File: config.mk
export PLATFORM = sky130hd
export DESIGN_NAME = qtg_ctrl
export DESIGN_NICKNAME = d
export VERILOG_FILES = /design/src/hw/rtl/qtg_pkg.sv /design/src/hw/rtl/qtg_ctrl.sv
export SDC_FILE = /design/constraint.sdc
export NUM_CORES = 1
export LEC_CHECK = 0
export ABC_CLOCK_PERIOD_IN_PS = 4700
export BUFFER_PORTS_ARGS = -buffer_cell sky130_fd_sc_hd__buf_4
export CAP_MARGIN = 5
export CORE_ASPECT_RATIO = 0.9
export CORE_MARGIN = 2
export CORE_UTILIZATION = 50
export DETAILED_ROUTE_END_ITERATION = 6
export GPL_TIMING_DRIVEN = 0
export HOLD_SLACK_MARGIN = 0.06
export MAX_ROUTING_LAYER = met4
export PLACE_DENSITY_LB_ADDON = 0.08
export SKIP_LAST_GASP = 1
export SLEW_MARGIN = 15
export SYNTH_ARGS = -nofsm -noshare
export SYNTH_HDL_FRONTEND = slang
export SYNTH_SLANG_ARGS = --single-unit
export TNS_END_PERCENT = 100
File: constraint.sdc
create_clock -name aclk -period 4.7 [get_ports aclk]
set_input_delay 0.235 -clock aclk [delete_from_list [all_inputs] [get_ports aclk]]
set_output_delay 0.235 -clock aclk [all_outputs]
set_load 0.01 [all_outputs]
File: src/hw/rtl/qtg_pkg.sv
// ============================================================================
// qtg_pkg - shared types and constants of the quartic trajectory generator
// Fixed formats, command and status bundles between controller and datapath.
// ============================================================================
package qtg_pkg;

    // Value and coefficient formats
    localparam int VALUE_W    = 32;
    localparam int COEF_W     = 48;
    localparam int FRAC_BITS  = 24;
    localparam int TAU_BITS   = 32;
    localparam int ACC_W      = 64;

    // Shared multiplier: 64-bit magnitude split in two 32-bit halves
    localparam int MUL_A_W    = 64;
    localparam int MUL_HALF_W = 32;
    localparam int MUL_PROD_W = 64;
    localparam int PROD_W     = MUL_A_W + MUL_HALF_W;

    // Shared divider
    localparam int DIV_Q_W       = 34;
    localparam int DIV_ITERS_TAU = 32;
    localparam int DIV_ITERS_VEL = 34;
    localparam int DIV_PRE_SHIFT = DIV_ITERS_VEL - FRAC_BITS;
    localparam int CNT_W         = 6;

    // Stream widths
    localparam int IN_DATA_W  = 4 * VALUE_W;
    localparam int IN_USER_W  = 2;
    localparam int OUT_DATA_W = ((2 * VALUE_W + 1 + 7) / 8) * 8;

    typedef enum logic [1:0] {
        OP_RESET    = 2'd0,
        OP_SET_POS  = 2'd1,
        OP_SET_DEST = 2'd2,
        OP_TICK     = 2'd3
    } op_t;

    typedef enum logic [3:0] {
        SP_NONE,
        SP_ACCEPT,
        SP_CLEAR,
        SP_SET_POS,
        SP_DEST_INIT,
        SP_TICK_INIT,
        SP_MUL_LOAD,
        SP_MUL_LO,
        SP_MUL_HI,
        SP_MUL_SUM,
        SP_MUL_WB,
        SP_COEF,
        SP_DIV_LOAD,
        SP_DIV_RUN,
        SP_DIV_WB,
        SP_LOAD_OUT
    } step_t;

    // Products in the order the controller walks them
    typedef enum logic [3:0] {
        PR_SV_T,
        PR_VV_T,
        PR_TAU2,
        PR_TAU3,
        PR_TAU4,
        PR_SV_E,
        PR_A_TAU2,
        PR_J_TAU3,
        PR_Q_TAU4,
        PR_2A_TAU,
        PR_3J_TAU2,
        PR_4Q_TAU3
    } prod_t;

    typedef enum logic {
        DV_TAU,
        DV_VEL
    } div_sel_t;

    typedef enum logic [3:0] {
        ST_IDLE,
        ST_DECODE,
        ST_MUL_LOAD,
        ST_MUL_LO,
        ST_MUL_HI,
        ST_MUL_SUM,
        ST_MUL_WB,
        ST_COEF,
        ST_DIV_LOAD,
        ST_DIV_RUN,
        ST_DIV_WB,
        ST_OUT
    } state_t;

    typedef struct packed {
        step_t    step;
        prod_t    prod;
        div_sel_t div_sel;
    } cmd_t;

    typedef struct packed {
        op_t  op;
        logic travel_zero;
        logic reached;
    } status_t;

endpackage

File: src/hw/rtl/qtg_ctrl.sv
// ============================================================================
// qtg_ctrl - sequencer of the quartic trajectory generator
// Walks each command through products and divisions on the shared units and
// owns the stream handshakes.
// ============================================================================
module qtg_ctrl (
    input  logic             aclk,
    input  logic             aresetn,
    input  logic             s_tvalid,
    output logic             s_tready,
    output logic             m_tvalid,
    input  logic             m_tready,
    input  qtg_pkg::status_t status,
    output qtg_pkg::cmd_t    cmd
);
    import qtg_pkg::*;

    state_t           state_reg, state_next;
    prod_t            prod_reg, prod_next;
    div_sel_t         div_sel_reg, div_sel_next;
    logic [CNT_W-1:0] cnt_reg, cnt_next;
    logic             m_valid_reg, m_valid_next;
    logic             out_free;

    assign out_free = !m_valid_reg || m_tready;

    // Next state
    always_comb begin
        state_next   = state_reg;
        prod_next    = prod_reg;
        div_sel_next = div_sel_reg;
        cnt_next     = cnt_reg;
        case (state_reg)
            ST_IDLE: begin
                if (s_tvalid) begin
                    state_next = ST_DECODE;
                end
            end
            ST_DECODE: begin
                case (status.op)
                    OP_SET_DEST: begin
                        if (status.travel_zero) begin
                            state_next = ST_OUT;
                        end else begin
                            prod_next  = PR_SV_T;
                            state_next = ST_MUL_LOAD;
                        end
                    end
                    OP_TICK: begin
                        if (status.reached) begin
                            state_next = ST_OUT;
                        end else begin
                            div_sel_next = DV_TAU;
                            state_next   = ST_DIV_LOAD;
                        end
                    end
                    default: state_next = ST_OUT;
                endcase
            end
            ST_MUL_LOAD: state_next = ST_MUL_LO;
            ST_MUL_LO:   state_next = ST_MUL_HI;
            ST_MUL_HI:   state_next = ST_MUL_SUM;
            ST_MUL_SUM:  state_next = ST_MUL_WB;
            ST_MUL_WB: begin
                if (prod_reg == PR_VV_T) begin
                    state_next = ST_COEF;
                end else if (prod_reg == PR_4Q_TAU3) begin
                    div_sel_next = DV_VEL;
                    state_next   = ST_DIV_LOAD;
                end else begin
                    prod_next  = prod_t'(prod_reg + 4'd1);
                    state_next = ST_MUL_LOAD;
                end
            end
            ST_COEF: state_next = ST_OUT;
            ST_DIV_LOAD: begin
                cnt_next   = (div_sel_reg == DV_TAU) ? CNT_W'(DIV_ITERS_TAU - 1)
                                                     : CNT_W'(DIV_ITERS_VEL - 1);
                state_next = ST_DIV_RUN;
            end
            ST_DIV_RUN: begin
                if (cnt_reg == '0) begin
                    state_next = ST_DIV_WB;
                end else begin
                    cnt_next = cnt_reg - 1'b1;
                end
            end
            ST_DIV_WB: begin
                if (div_sel_reg == DV_TAU) begin
                    prod_next  = PR_TAU2;
                    state_next = ST_MUL_LOAD;
                end else begin
                    state_next = ST_OUT;
                end
            end
            ST_OUT: begin
                if (out_free) begin
                    state_next = ST_IDLE;
                end
            end
            default: state_next = ST_IDLE;
        endcase
    end

    // Commands to the datapath
    always_comb begin
        cmd.step    = SP_NONE;
        cmd.prod    = prod_reg;
        cmd.div_sel = div_sel_reg;
        case (state_reg)
            ST_IDLE:     cmd.step = s_tvalid ? SP_ACCEPT : SP_NONE;
            ST_DECODE: begin
                case (status.op)
                    OP_RESET:    cmd.step = SP_CLEAR;
                    OP_SET_POS:  cmd.step = SP_SET_POS;
                    OP_SET_DEST: cmd.step = SP_DEST_INIT;
                    default:     cmd.step = SP_TICK_INIT;
                endcase
            end
            ST_MUL_LOAD: cmd.step = SP_MUL_LOAD;
            ST_MUL_LO:   cmd.step = SP_MUL_LO;
            ST_MUL_HI:   cmd.step = SP_MUL_HI;
            ST_MUL_SUM:  cmd.step = SP_MUL_SUM;
            ST_MUL_WB:   cmd.step = SP_MUL_WB;
            ST_COEF:     cmd.step = SP_COEF;
            ST_DIV_LOAD: cmd.step = SP_DIV_LOAD;
            ST_DIV_RUN:  cmd.step = SP_DIV_RUN;
            ST_DIV_WB:   cmd.step = SP_DIV_WB;
            ST_OUT:      cmd.step = out_free ? SP_LOAD_OUT : SP_NONE;
            default:     cmd.step = SP_NONE;
        endcase
    end

    // Hold the result valid until the receiver takes the transfer
    always_comb begin
        m_valid_next = m_valid_reg;
        if (m_tready) begin
            m_valid_next = 1'b0;
        end
        if (state_reg == ST_OUT && out_free) begin
            m_valid_next = 1'b1;
        end
    end

    always_ff @(posedge aclk) begin
        if (!aresetn) begin
            state_reg   <= ST_IDLE;
            prod_reg    <= PR_SV_T;
            div_sel_reg <= DV_TAU;
            cnt_reg     <= '0;
            m_valid_reg <= 1'b0;
        end else begin
            state_reg   <= state_next;
            prod_reg    <= prod_next;
            div_sel_reg <= div_sel_next;
            cnt_reg     <= cnt_next;
            m_valid_reg <= m_valid_next;
        end
    end

    assign s_tready = (state_reg == ST_IDLE);
    assign m_tvalid = m_valid_reg;

endmodule

### After elaboration in Yosys (flattened, before gate mapping)

Index checks and enable logic that the tools add are counted.

* register bits: 16
* bits of input ports: 8
* output and inout bits: 11
* word-level logic and storage cells: 79

* $add $sub $neg: 2
* equality and inequality tests: 28
* multiplexer cells: 30
* reduce and logical (&&, ||, !) cells: 14

Operator list (count)
* $pmux 4 s12: 2
* $mux 4: 13
* $ne 2x2->1 const B: 11
* $eq 4x4->1 const B: 5
* $eq 4x3->1 const B: 4
* $mux 6: 2
* $pmux 4 s3: 1
* $pmux 6 s2: 1
* $pmux 3 s3: 1
* $eq 4x1->1 const B: 2
* $eq 4x2->1 const B: 2
* $pmux 4 s2: 1
* $mux 1: 7
* $logic_not 6->1: 1
* $reduce_and 6->1: 1
* $reduce_bool 2->1: 3
* $sub 6x1->6 const B: 1
* $reduce_and 5->1: 1
* $add 4x1->4 const B: 1
* $eq 2x2->1 const B: 2
* $logic_not 4->1: 1
* $reduce_and 3->1: 1
* $reduce_bool 3->1: 1
* $eq 2x1->1 const B: 1
* 8 further kinds: 8

### Depth between registers and ports, before layout

Gate-level depths: netlist of the first run.

* word-level depth: 4
* mapped depth: 6
* depth with buffers taken out: 6

### Worst setup path after synthesis of the first run

Ideal clock, no wire load.

* path kind: reg2reg
* from: register prod_reg[0]
* to: register state_reg[2]
* arrival time: 1.602 ns
* setup slack: 2.983 ns
* stages on the path, launching flop included: 5
* path buffers: 0
* period minus slack after synthesis: 1.717 ns
* cells stage by stage: dfxtp_1 ha_1 or3b_2 o211a_1 a2111oi_0

* word-level cells in the longest chain between the ends: 3

Ends and longest elaborated chain
* start, declared: line qtg_ctrl.sv:19 `prod_t prod_reg, prod_next;`
* start signal, assigned: line qtg_ctrl.sv:154 `prod_reg <= prod_next;`
* $eq 4x1->1: line qtg_ctrl.sv:65 `if (prod_reg == PR_VV_T) begin`
* $mux 4: line qtg_ctrl.sv:65
* $pmux 4 s12: line qtg_ctrl.sv:33 `case (state_reg)`
* end signal, assigned: line qtg_ctrl.sv:153 `state_reg <= state_next;`
* end, declared: line qtg_ctrl.sv:18 `state_t state_reg, state_next;`

No other way between the ends.
A chain may end at the register's enable or synchronous reset.

==> run_results.csv, run 1 <==
group,metric,value,unit
yosys,count_of_state_elements_after_synthesis,16,
setup_path,setup.worst_path.end_class,"output pin",
sta,final_hold_viol_count,0,
setup_path,worst-endpoint-arrival,1960,ps
placement,dp_hpwl,2.05,mm
hold_path,hold_class,"input port to flop",
setup_path,rr_endpoint,"cnt_reg[5]",
grt,antenna_found_initial,0,
clock_tree,cts.sinks,16,
clock_tree,ctsResizeCount,0,
yosys,synth.yosys.warnings,0,
sta,report.final.slew_viol_count,0,
grt,grt_start_max_net_pins,11,
clock_tree,cts.root.buffer_cell,"sky130_fd_sc_hd__clkbuf_4",
floorplanning,full_die_area,0.00268,mm²
clock_tree,hold_buf_count_cts,0,
clock_tree,path_clk_slew,110,ps
grt,grt_first_pass_wirelength,4.64,mm
clock_tree,clock_path_buffers,2,
yosys,postSynthNetCount,161,
pwr,max-vdd-ir-drop,0.325,mV
clock_tree,clock_tree_from_tritoncts,"built",
yosys,ys.flop_type,"sky130_fd_sc_hd__dfxtp_1",
floorplanning,die-width,54.3,µm
grt,grt_remaining_overflow,0,
route,drt_iter0_drc,59,
clock_tree,worst_skew_pair.late_latency,300,ps
layout,drive_gt1_share,17.0,%
sta,slew_headroom,56.0,%
floorplanning,initial_utilization,52.7,%
route,drc,0,
layout,nNetsFinal,184,
sta,setup_total_negative_slack,0,ps
grt,grt_usage,23.3,%
setup_path,worst-r2r-cell-count,6,
yosys,yosysSeqAreaShare,28.1,%
route,detail-route-antenna-nets,0,
setup_path,worst-path-max-fanout,10,
yosys,synth_enable_flop_cells,0,
sta,worst_hold_slack,201,ps
setup_path,crit_start,"state_reg[1]",
setup_path,timing.critical_path.to,"cmd[7]",
setup_path,worst_r2r_startpoint,"cnt_reg[0]",
yosys,fraction_of_synthesized_cell_area_taken_by_the_top_area_cell_type,28.1,%
yosys,yosysTopAreaCell,"sky130_fd_sc_hd__dfxtp_1",
sta,finalClockSkew,17.2,ps
setup_path,crit_required,4470,ps
clock_tree,ctsHtreeMaxLevel,1,
clock_tree,cts_setup_buffers,0,
yosys,synthesis.instances,149,
pwr,cellLeakagePower,0.527,nW
sta,finalSetupViolations,0,
yosys,postSynth.asyncResetShare,0,%
route,post_drt_wl_per_cell,14.2,µm
setup_path,critPathKind,"flop to output pin",
clock_tree,cts_buffers,3,
floorplanning,pin_count,19,
sta,max_freq,455,MHz
sta,setup_repair_after_global_routing_missed_its_margin,"false",
floorplanning,dieHeight,49.3,µm
pwr,power.density_cell_area,551,mW/mm²
floorplanning,floorplan.rows,16,
placement,globalplace.congestion,0.885,
yosys,synth_area_leaders,"sky130_fd_sc_hd__dfxtp_1 (28%), sky130_fd_sc_hd__o21ai_0 (5.7%), sky130_fd_sc_hd__a21oi_1 (5.3%)",
yosys,synth_area_per_cell,7.65,µm²
job,max-cap-violations,0,
grt,number_of_global_route_vias_before_repair,1027,
route,routed-via-count,1237,
sta,tightestPinTransition,655,ps
layout,area_growth,18.0,%
yosys,synth.distinct_cells,48,
setup_path,worst_setup_sp_type,"flop",
route,totalWireLength,2.81,mm
layout,antenna-diode-count,0,
sta,fin_crit,2200,ps
sta,post-route-period-util,46.7,%
route,via_per_inst,6.25,
placement,io_buffers,18,
status,run_status,"completed",
layout,largest_register_ffs,6,
floorplanning,core_area,0.00216,mm²
yosys,syn_area,0.00114,mm²
setup_path,reg2reg_slack,2700,ps
route,dr.pass1.iters,4,
==> cell type report <==
type                            count  area [µm²]
Fill cell                         186         817
Multi-Input combinational cell    113         737
Sequential cell                    16         320
Timing Repair Buffer               18         135
Buffer                             10        45.0
Inverter                           10        37.5
Clock buffer                        4        36.3
Tap cell                           27        33.8
==> through the flow <==
step | setup slack, ps | instances | power, mW | cell area, µm² | util, %
global route | 2390 | 198 | 0.806 | 1350 | 62.2
CTS | 2530 | 198 | 0.735 | 1350 | 62.2
finish | 2500 | 198 | 0.740 | 1350 | 62.2
detailed placement | 2770 | 194 | 0.639 | 1310 | 60.5
floorplan | 2980 | 149 | 0.507 | 1140 | -
global placement | 2820 | 194 | 0.634 | 1310 | 60.5
==> cell usage after synthesis (2+ instances only) <==
library cell	count
sky130_fd_sc_hd__clkbuf_1	6
sky130_fd_sc_hd__a21oi_1	12
sky130_fd_sc_hd__nor3_1	6
sky130_fd_sc_hd__dfxtp_1	16
sky130_fd_sc_hd__nand2b_1	3
sky130_fd_sc_hd__o21ai_0	13
sky130_fd_sc_hd__nor2b_1	4
sky130_fd_sc_hd__nor4_1	3
sky130_fd_sc_hd__a311oi_1	4
sky130_fd_sc_hd__nand2_1	5
sky130_fd_sc_hd__or3b_2	2
sky130_fd_sc_hd__nor4b_1	2
sky130_fd_sc_hd__and3_1	2
sky130_fd_sc_hd__nand3b_1	3
sky130_fd_sc_hd__o32ai_1	2
sky130_fd_sc_hd__a211oi_1	4
sky130_fd_sc_hd__a31oi_1	4
sky130_fd_sc_hd__nor2_1	13
sky130_fd_sc_hd__ha_1	4
sky130_fd_sc_hd__inv_1	9
sky130_fd_sc_hd__buf_2	3
sky130_fd_sc_hd__o211a_1	2
sky130_fd_sc_hd__nand3_1	2
==> worst min-delay path by stage <==
stage | from | to | slack (ps) | cells past startpoint
global placement | cnt_reg[5] | cnt_reg[5] | 480 | 2
finish | aresetn | state_reg[1] | 200 | 2
detailed placement | cnt_reg[4] | cnt_reg[4] | 490 | 2
global route | aresetn | state_reg[1] | 220 | 2
floorplan | aresetn | state_reg[1] | 360 | 1
CTS | aresetn | state_reg[1] | 210 | 2
==> routing by layer <==
metal,up-vias,GRT usage (%),wire length (µm)
li1,611,-,-
met1,575,35.0,1330
met2,49,33.1,1240
met3,2,5.52,222
met4,0,1.25,7
met5,-,-,0
==> cells by family after synthesis <==
group,Yosys count,share of synthesized area (%)
and+or+nand+nor,54,27.9
DFF,16,28.1
adders and majority gates,4,4.39
buffers and inverters,20,7.24
AOI/OAI and AO/OA,54,31.5
muxes,1,0.878
==> placed cells by master, fill, tap and decap left out, types with 2 or more instances in the layout <==
master,Yosys,routed
sky130_fd_sc_hd__buf_2,3,3
sky130_fd_sc_hd__a31oi_1,4,4
sky130_fd_sc_hd__buf_4,1,19
sky130_fd_sc_hd__nor2b_1,4,4
sky130_fd_sc_hd__nor3_1,6,6
sky130_fd_sc_hd__nand3b_1,3,3
sky130_fd_sc_hd__o211a_1,2,2
sky130_fd_sc_hd__nand2_1,5,5
sky130_fd_sc_hd__nand3_1,2,2
sky130_fd_sc_hd__nand2b_1,3,3
sky130_fd_sc_hd__ha_1,4,4
sky130_fd_sc_hd__nor2_1,13,13
sky130_fd_sc_hd__o21ai_0,13,13
sky130_fd_sc_hd__nor4_1,3,3
sky130_fd_sc_hd__or3b_2,2,2
sky130_fd_sc_hd__nor4b_1,2,2
sky130_fd_sc_hd__clkbuf_1,6,6
sky130_fd_sc_hd__a211oi_1,4,4
sky130_fd_sc_hd__dfxtp_1,16,16
sky130_fd_sc_hd__a311oi_1,4,4
sky130_fd_sc_hd__and3_1,2,2
sky130_fd_sc_hd__o32ai_1,2,2
sky130_fd_sc_hd__clkbuf_4,0,3
sky130_fd_sc_hd__inv_1,9,9
sky130_fd_sc_hd__a21oi_1,12,12
==> critical path: stages, from the launching register on <==
cell and delay (ps):
sky130_fd_sc_hd__dfxtp_1 400, sky130_fd_sc_hd__clkbuf_1 320, sky130_fd_sc_hd__clkbuf_1 400, sky130_fd_sc_hd__a211oi_1 80, sky130_fd_sc_hd__a311oi_1 300, sky130_fd_sc_hd__buf_4 170
==> where the power goes <==
group | internal, mW | switching (mW) | total, mW
sequential | 0.170 | 0.0405 | 0.210
clock | 0.0472 | 0.0484 | 0.0956
combinational | 0.186 | 0.248 | 0.434
total | 0.403 | 0.337 | 0.740
Power figures use the tool's default switching activity.
==> run 2: changes to the inputs <==
--- a/config.mk
+++ b/config.mk
@@ -5,12 +5,12 @@
 export SDC_FILE = /design/constraint.sdc
 export NUM_CORES = 1
 export LEC_CHECK = 0
-export ABC_CLOCK_PERIOD_IN_PS = 4700
+export ABC_CLOCK_PERIOD_IN_PS = 2000
 export BUFFER_PORTS_ARGS = -buffer_cell sky130_fd_sc_hd__buf_4
 export CAP_MARGIN = 5
 export CORE_ASPECT_RATIO = 0.9
 export CORE_MARGIN = 2
-export CORE_UTILIZATION = 50
+export CORE_UTILIZATION = 49
 export DETAILED_ROUTE_END_ITERATION = 6
 export GPL_TIMING_DRIVEN = 0
 export HOLD_SLACK_MARGIN = 0.06
==> constraint.sdc (replaced) <==
create_clock -name aclk -period 2 [get_ports aclk]
set_input_delay 0.1 -clock aclk [delete_from_list [all_inputs] [get_ports aclk]]
set_output_delay 0.1 -clock aclk [all_outputs]
set_load 0.01 [all_outputs]
==> run 2 against run 1 <==
Against the previous run: power increased by 130%; register-to-register slack lost 2600 ps; die area rose by 1.9%; critical path depth shrank 1; critical path type is now flop to flop; final cell count fell by 1.0%; first-iteration DRC count fell by 19%.
==> run_results.csv, run 2 (same netlist as run 1, synthesis figures left out) <==
group,metric,value,unit
layout,area_growth,17.5,%
clock_tree,cts.sinks,16,
pwr,total_power,1.71,mW
route,drc,0,
layout,antenna-diode-count,0,
layout,largest_register_ffs,6,
setup_path,crit_required,2160,ps
sta,post-route-period-util,96.5,%
clock_tree,clock_path_buffers,2,
pwr,max-vdd-ir-drop,0.839,mV
pwr,cellLeakagePower,0.529,nW
sta,slew_headroom,66.7,%
route,totalWireLength,2.91,mm
pwr,power.density_cell_area,1280,mW/mm²
route,post_drt_wl_per_cell,14.8,µm
sta,tightestPinTransition,496,ps
setup_path,critPathKind,"flop to flop",
clock_tree,ctsHtreeMaxLevel,1,
sta,final_hold_viol_count,0,
setup_path,worst-endpoint-arrival,2090,ps
route,detail-route-antenna-nets,0,
layout,drive_gt1_share,18.9,%
setup_path,setup.worst_path.end_class,"flop",
sta,fin_crit,1930,ps
route,dr.pass1.iters,4,
floorplanning,floorplan.rows,16,
sta,max_freq,518,MHz
placement,globalplace.congestion,0.876,
layout,layout_commonest_cell,"sky130_fd_sc_hd__buf_4",
clock_tree,cts_setup_buffers,0,
job,max-cap-violations,0,
grt,grt_start_max_net_pins,11,
clock_tree,ctsResizeCount,1,
placement,dp_hpwl,2.14,mm
route,routed-via-count,1235,
floorplanning,core_area,0.00218,mm²
grt,antenna_found_initial,0,
layout,final_cells,196,
clock_tree,worst_skew_pair.late_latency,290,ps
placement,io_buffers,18,
grt,grt_usage,23.6,%
floorplanning,full_die_area,0.00273,mm²
grt,global_routing_met3_resource_utilization,5.45,%
floorplanning,die-width,54.8,µm
floorplanning,initial_utilization,52.2,%
sta,report.final.slew_viol_count,0,
setup_path,worst-path-max-fanout,7,
grt,number_of_global_route_vias_before_repair,1018,
grt,grt_remaining_overflow,0,
layout,nNetsFinal,183,
setup_path,reg2reg_slack,70,ps
grt,grt_first_pass_wirelength,4.69,mm
floorplanning,pin_count,19,
route,drt_iter0_drc,48,
grt,grt.busiest_layer,"met1",
setup_path,worst_setup_sp_type,"flop",
clock_tree,hold_buf_count_cts,0,
clock_tree,clock_tree_from_tritoncts,"built",
layout,filler_cell_count,198,
placement,dp_cells,194,
clock_tree,cts_buffers,3,
sta,finalSetupViolations,0,
grt,met2_use_gr,33.3,%
sta,finalClockSkew,12.4,ps
grt,met1_usage,34.5,%
hold_path,hold_class,"input port to flop",
route,via_per_inst,6.30,
clock_tree,cts.root.buffer_cell,"sky130_fd_sc_hd__clkbuf_4",
status,run_status,"completed",
clock_tree,path_clk_slew,100,ps
floorplanning,dieHeight,49.8,µm
layout,layout.cells.most_common_list,"sky130_fd_sc_hd__buf_4 (19), sky130_fd_sc_hd__dfxtp_1 (16), sky130_fd_sc_hd__nor2_1 (13), sky130_fd_sc_hd__o21ai_0 (13), sky130_fd_sc_hd__a21oi_1 (12)",
run 2: metal layers:
| layer | routed length (µm) | part of all wire (%) |
|---|---|---|
| met5 | 0 | 0 |
| met4 | 24 | 0.83 |
| met3 | 195 | 6.7 |
| met2 | 1290 | 44 |
| met1 | 1400 | 48 |
run 2: critical path, stage by stage (launching register included):
cell                        delay [ps]
sky130_fd_sc_hd__dfxtp_1           440
sky130_fd_sc_hd__ha_1              220
sky130_fd_sc_hd__or3b_2            490
sky130_fd_sc_hd__o211a_1           230
sky130_fd_sc_hd__a2111oi_1         430
run 2: worst paths after layout:
| kind | from | to | cells past startpoint |
|---|---|---|---|
| max | prod_reg[0] | state_reg[2] | 4 |
| min | aresetn | state_reg[1] | 2 |
| max reg2reg | prod_reg[0] | state_reg[2] | 4 |
| min reg2reg | cnt_reg[5] | cnt_reg[5] | 2 |
run 2: metrics by stage:
| stage | worst slack [ps] | setup TNS (ps) | utilization [%] | hold WS, ps | area, µm² |
|---|---|---|---|---|---|
| 2_1_floorplan | 283 | 0 | - | 226 | 1140 |
| 3_3_place_gp | 115 | 0 | 60.0 | 398 | 1310 |
| 3_5_place_dp | 39.0 | 0 | 60.0 | 387 | 1310 |
| 4_1_cts | 24.3 | 0 | 61.1 | 78.2 | 1330 |
| 5_1_grt | -32.5 | -32.5 | 61.4 | 83.5 | 1340 |
| 6_report | 70.3 | 0 | 61.4 | 84.1 | 1340 |
run 2: layout make-up:
cell class / instances / area [µm²] / area share, %
Multi-Input combinational cell: 113 / 744 / 55.6
Sequential cell: 16 / 320 / 23.9
Timing Repair Buffer: 18 / 135 / 10.1
Buffer: 9 / 45.0 / 3.36
Inverter: 10 / 37.5 / 2.80
Tap cell: 27 / 33.8 / 2.52
Clock buffer: 3 / 22.5 / 1.68
run 2: report_power, final:
part	total, mW	internal, mW	switching, mW	leakage (nW)
Sequential	0.494	0.400	0.0946	0.130
Clock	0.174	0.0700	0.104	0.0138
Combinational	1.04	0.445	0.596	0.385
==> run 3: changes to the inputs <==
--- a/config.mk
+++ b/config.mk
@@ -16,6 +16,7 @@
 export HOLD_SLACK_MARGIN = 0.06
 export MAX_ROUTING_LAYER = met4
 export PLACE_DENSITY_LB_ADDON = 0.08
+export RECOVER_POWER = 100
 export SKIP_LAST_GASP = 1
 export SLEW_MARGIN = 15
 export SYNTH_ARGS = -nofsm -noshare
==> run 3 against run 2 <==
Against the previous run: combinational power decreased by 5%; critical path type unchanged; clock skew decreased by 2.3 ps; worst setup slack got worse by 7.7 ps; highest routed layer unchanged; final cell count unchanged; core utilization decreased by 1.5 points; non-clock buffer count unchanged; register-to-register slack about the same; critical endpoint unchanged; count of clock-buffer cells in the layout unchanged; global-route usage unchanged; routed wire length increased by 0.79%; via count increased by 1.1%; sequential power about the same.
==> run_results.csv, run 3 (same netlist as run 1, synthesis figures left out) <==
group,metric,value,unit
setup_path,slowest_stage,"sky130_fd_sc_hd__or3b_2",
setup_path,worst_r2r_startpoint,"prod_reg[0]",
sta,fin_crit,1940,ps
grt,grt_first_pass_wirelength,4.69,mm
grt,number_of_global_route_vias_before_repair,1018,
layout,antenna-diode-count,0,
pwr,clkPwrFrac,10.5,%
setup_path,worst-path-max-fanout,7,
hold_path,hold_class,"input port to flop",
pwr,total_power,1.66,mW
route,via_per_inst,6.37,
route,drc,0,
pwr,power.switching,0.800,mW
setup_path,crit_start,"prod_reg[0]",
clock_tree,cts.root.buffer_cell,"sky130_fd_sc_hd__clkbuf_4",
setup_path,worst-r2r-cell-count,4,
layout,final_design_area_no_fill,0.00131,mm²
sta,slew_headroom,66.6,%
floorplanning,core_area,0.00218,mm²
grt,antenna_found_initial,0,
layout,largest_register_ffs,6,
sta,final_hold_viol_count,0,
placement,dp_hpwl,2.14,mm
sta,max_freq,516,MHz
route,dr.pass1.iters,4,
layout,drive_gt1_share,13.6,%
setup_path,worst-endpoint-arrival,2100,ps
job,max-cap-violations,0,
setup_path,timing.critical_path.to,"state_reg[2]",
pwr,proportion_of_power_drawn_by_combinational_gates,59.6,%
setup_path,critPathKind,"flop to flop",
floorplanning,dieHeight,49.8,µm
layout,final_cells,196,
floorplanning,full_die_area,0.00273,mm²
clock_tree,cts_setup_buffers,0,
pwr,seq_power_share,29.9,%
placement,dpl_cell_area,0.00131,mm²
clock_tree,cts_buffers,3,
layout,nNetsFinal,183,
grt,grt_remaining_overflow,0,
placement,io_buffers,18,
clock_tree,ctsHtreeMaxLevel,1,
floorplanning,die-width,54.8,µm
grt,grt_usage,23.6,%
layout,area_growth,14.5,%
clock_tree,clock_path_buffers,2,
sta,post-route-period-util,96.9,%
route,detail-route-antenna-nets,0,
grt,grt_start_max_net_pins,11,
layout,layout.cells.most_common_list,"sky130_fd_sc_hd__dfxtp_1 (16), sky130_fd_sc_hd__nor2_1 (13), sky130_fd_sc_hd__o21ai_0 (13), sky130_fd_sc_hd__a21oi_1 (12), sky130_fd_sc_hd__clkbuf_1 (11)",
setup_path,rr_endpoint,"state_reg[2]",
clock_tree,hold_buf_count_cts,0,
sta,finalSetupViolations,0,
route,totalWireLength,2.93,mm
clock_tree,worst_skew_pair.late_latency,290,ps
sta,report.final.slew_viol_count,0,
setup_path,reg2reg_slack,60,ps
pwr,max-vdd-ir-drop,0.844,mV
pwr,cell_internal_pwr,0.860,mW
setup_path,crit_path_max_incr_delay,500,ps
pwr,sw_frac_of_total,48.2,%
placement,dp_cells,194,
route,drt_iter0_drc,40,
route,routed-via-count,1248,
pwr,cellLeakagePower,0.492,nW
sta,finalClockSkew,10.1,ps
clock_tree,clock_tree_from_tritoncts,"built",
clock_tree,path_clk_slew,100,ps
sta,tightestPinTransition,497,ps
floorplanning,floorplan.rows,16,
route,post_drt_wl_per_cell,15.0,µm
status,run_status,"completed",
setup_path,crit_required,2160,ps
floorplanning,initial_utilization,52.2,%
setup_path,worst_path_cell_trace,"ha_1 -> or3b_2 -> o211a_1 -> a2111oi_1",
clock_tree,cts.sinks,16,
layout,layout_commonest_cell,"sky130_fd_sc_hd__dfxtp_1",
layout,finish.utilization,59.8,%
pwr,power.density_cell_area,1270,mW/mm²
floorplanning,pin_count,19,
setup_path,worst_setup_sp_type,"flop",
setup_path,setup.worst_path.end_class,"flop",
hold_path,hold_depth,2,
placement,globalplace.congestion,0.876,
==> run 3: cell types whose count changed in the layout (fill, tap and decap cells not counted), sizes merged <==
cell | before | now
clkbuf | 8 | 19
buf | 22 | 11
==> run 3: stage by stage <==
stage / setup TNS, ps / worst slack (ps) / hold slack [ps]
2_1_floorplan: 0 / 283 / 226
3_3_place_gp: 0 / 115 / 398
3_5_place_dp: 0 / 39.0 / 387
4_1_cts: 0 / 24.3 / 78.2
5_1_grt: -30.7 / -30.7 / 83.5
6_report: 0 / 62.6 / 86.5
==> run 3: how the worst min path moves through the flow <==
stage / startpoint / end
floorplan: aresetn / state_reg[1]
global route: aresetn / cnt_reg[1]
global placement: aresetn / state_reg[1]
CTS: aresetn / state_reg[1]
finish: aresetn / state_reg[1]
detailed placement: aresetn / state_reg[1]
==> run 3: critical path, delay by kind of cell (launching register included) <==
kind	cells	cell delay, ps
flip-flops	1	440
AO/OA/AOI/OAI	2	660
adder cells (fa/ha/maj)	1	220
AND/OR/NAND/NOR	1	500
==> run 3: what timing repair did <==
action	4_1_cts	5_1_grt
endpoints found under the setup margin	1	7
resized for setup	1	6
gates cloned	0	0
pin swaps	0	0
==> run 3: area by class of cell <==
type,count,area [µm²]
fill,210,877
multi-input combinational,113,744
sequential,16,320
timing repair buffer,18,101
buffer,9,45.0
inverter,10,37.5
tap,27,33.8
clock buffer,3,22.5
==> run 3: power groups by stage <==
stage / Clock [mW] / Combinational, mW / Sequential (mW)
after floorplan: 0 / 0.713 / 0.479
after global placement: 0 / 0.998 / 0.494
after detailed placement: 0 / 1.01 / 0.495
after CTS: 0.183 / 1.02 / 0.489
after global routing: 0.194 / 1.11 / 0.503
final: 0.175 / 0.990 / 0.496
==> run 3: metal layers <==
metal	vias to the layer above	track usage [%]	wire, µm
met1	584	34.5	1380
met3	2	5.45	211
met4	0	4.17	15
met5	-	-	0
met2	57	33.3	1320
li1	605	-	-
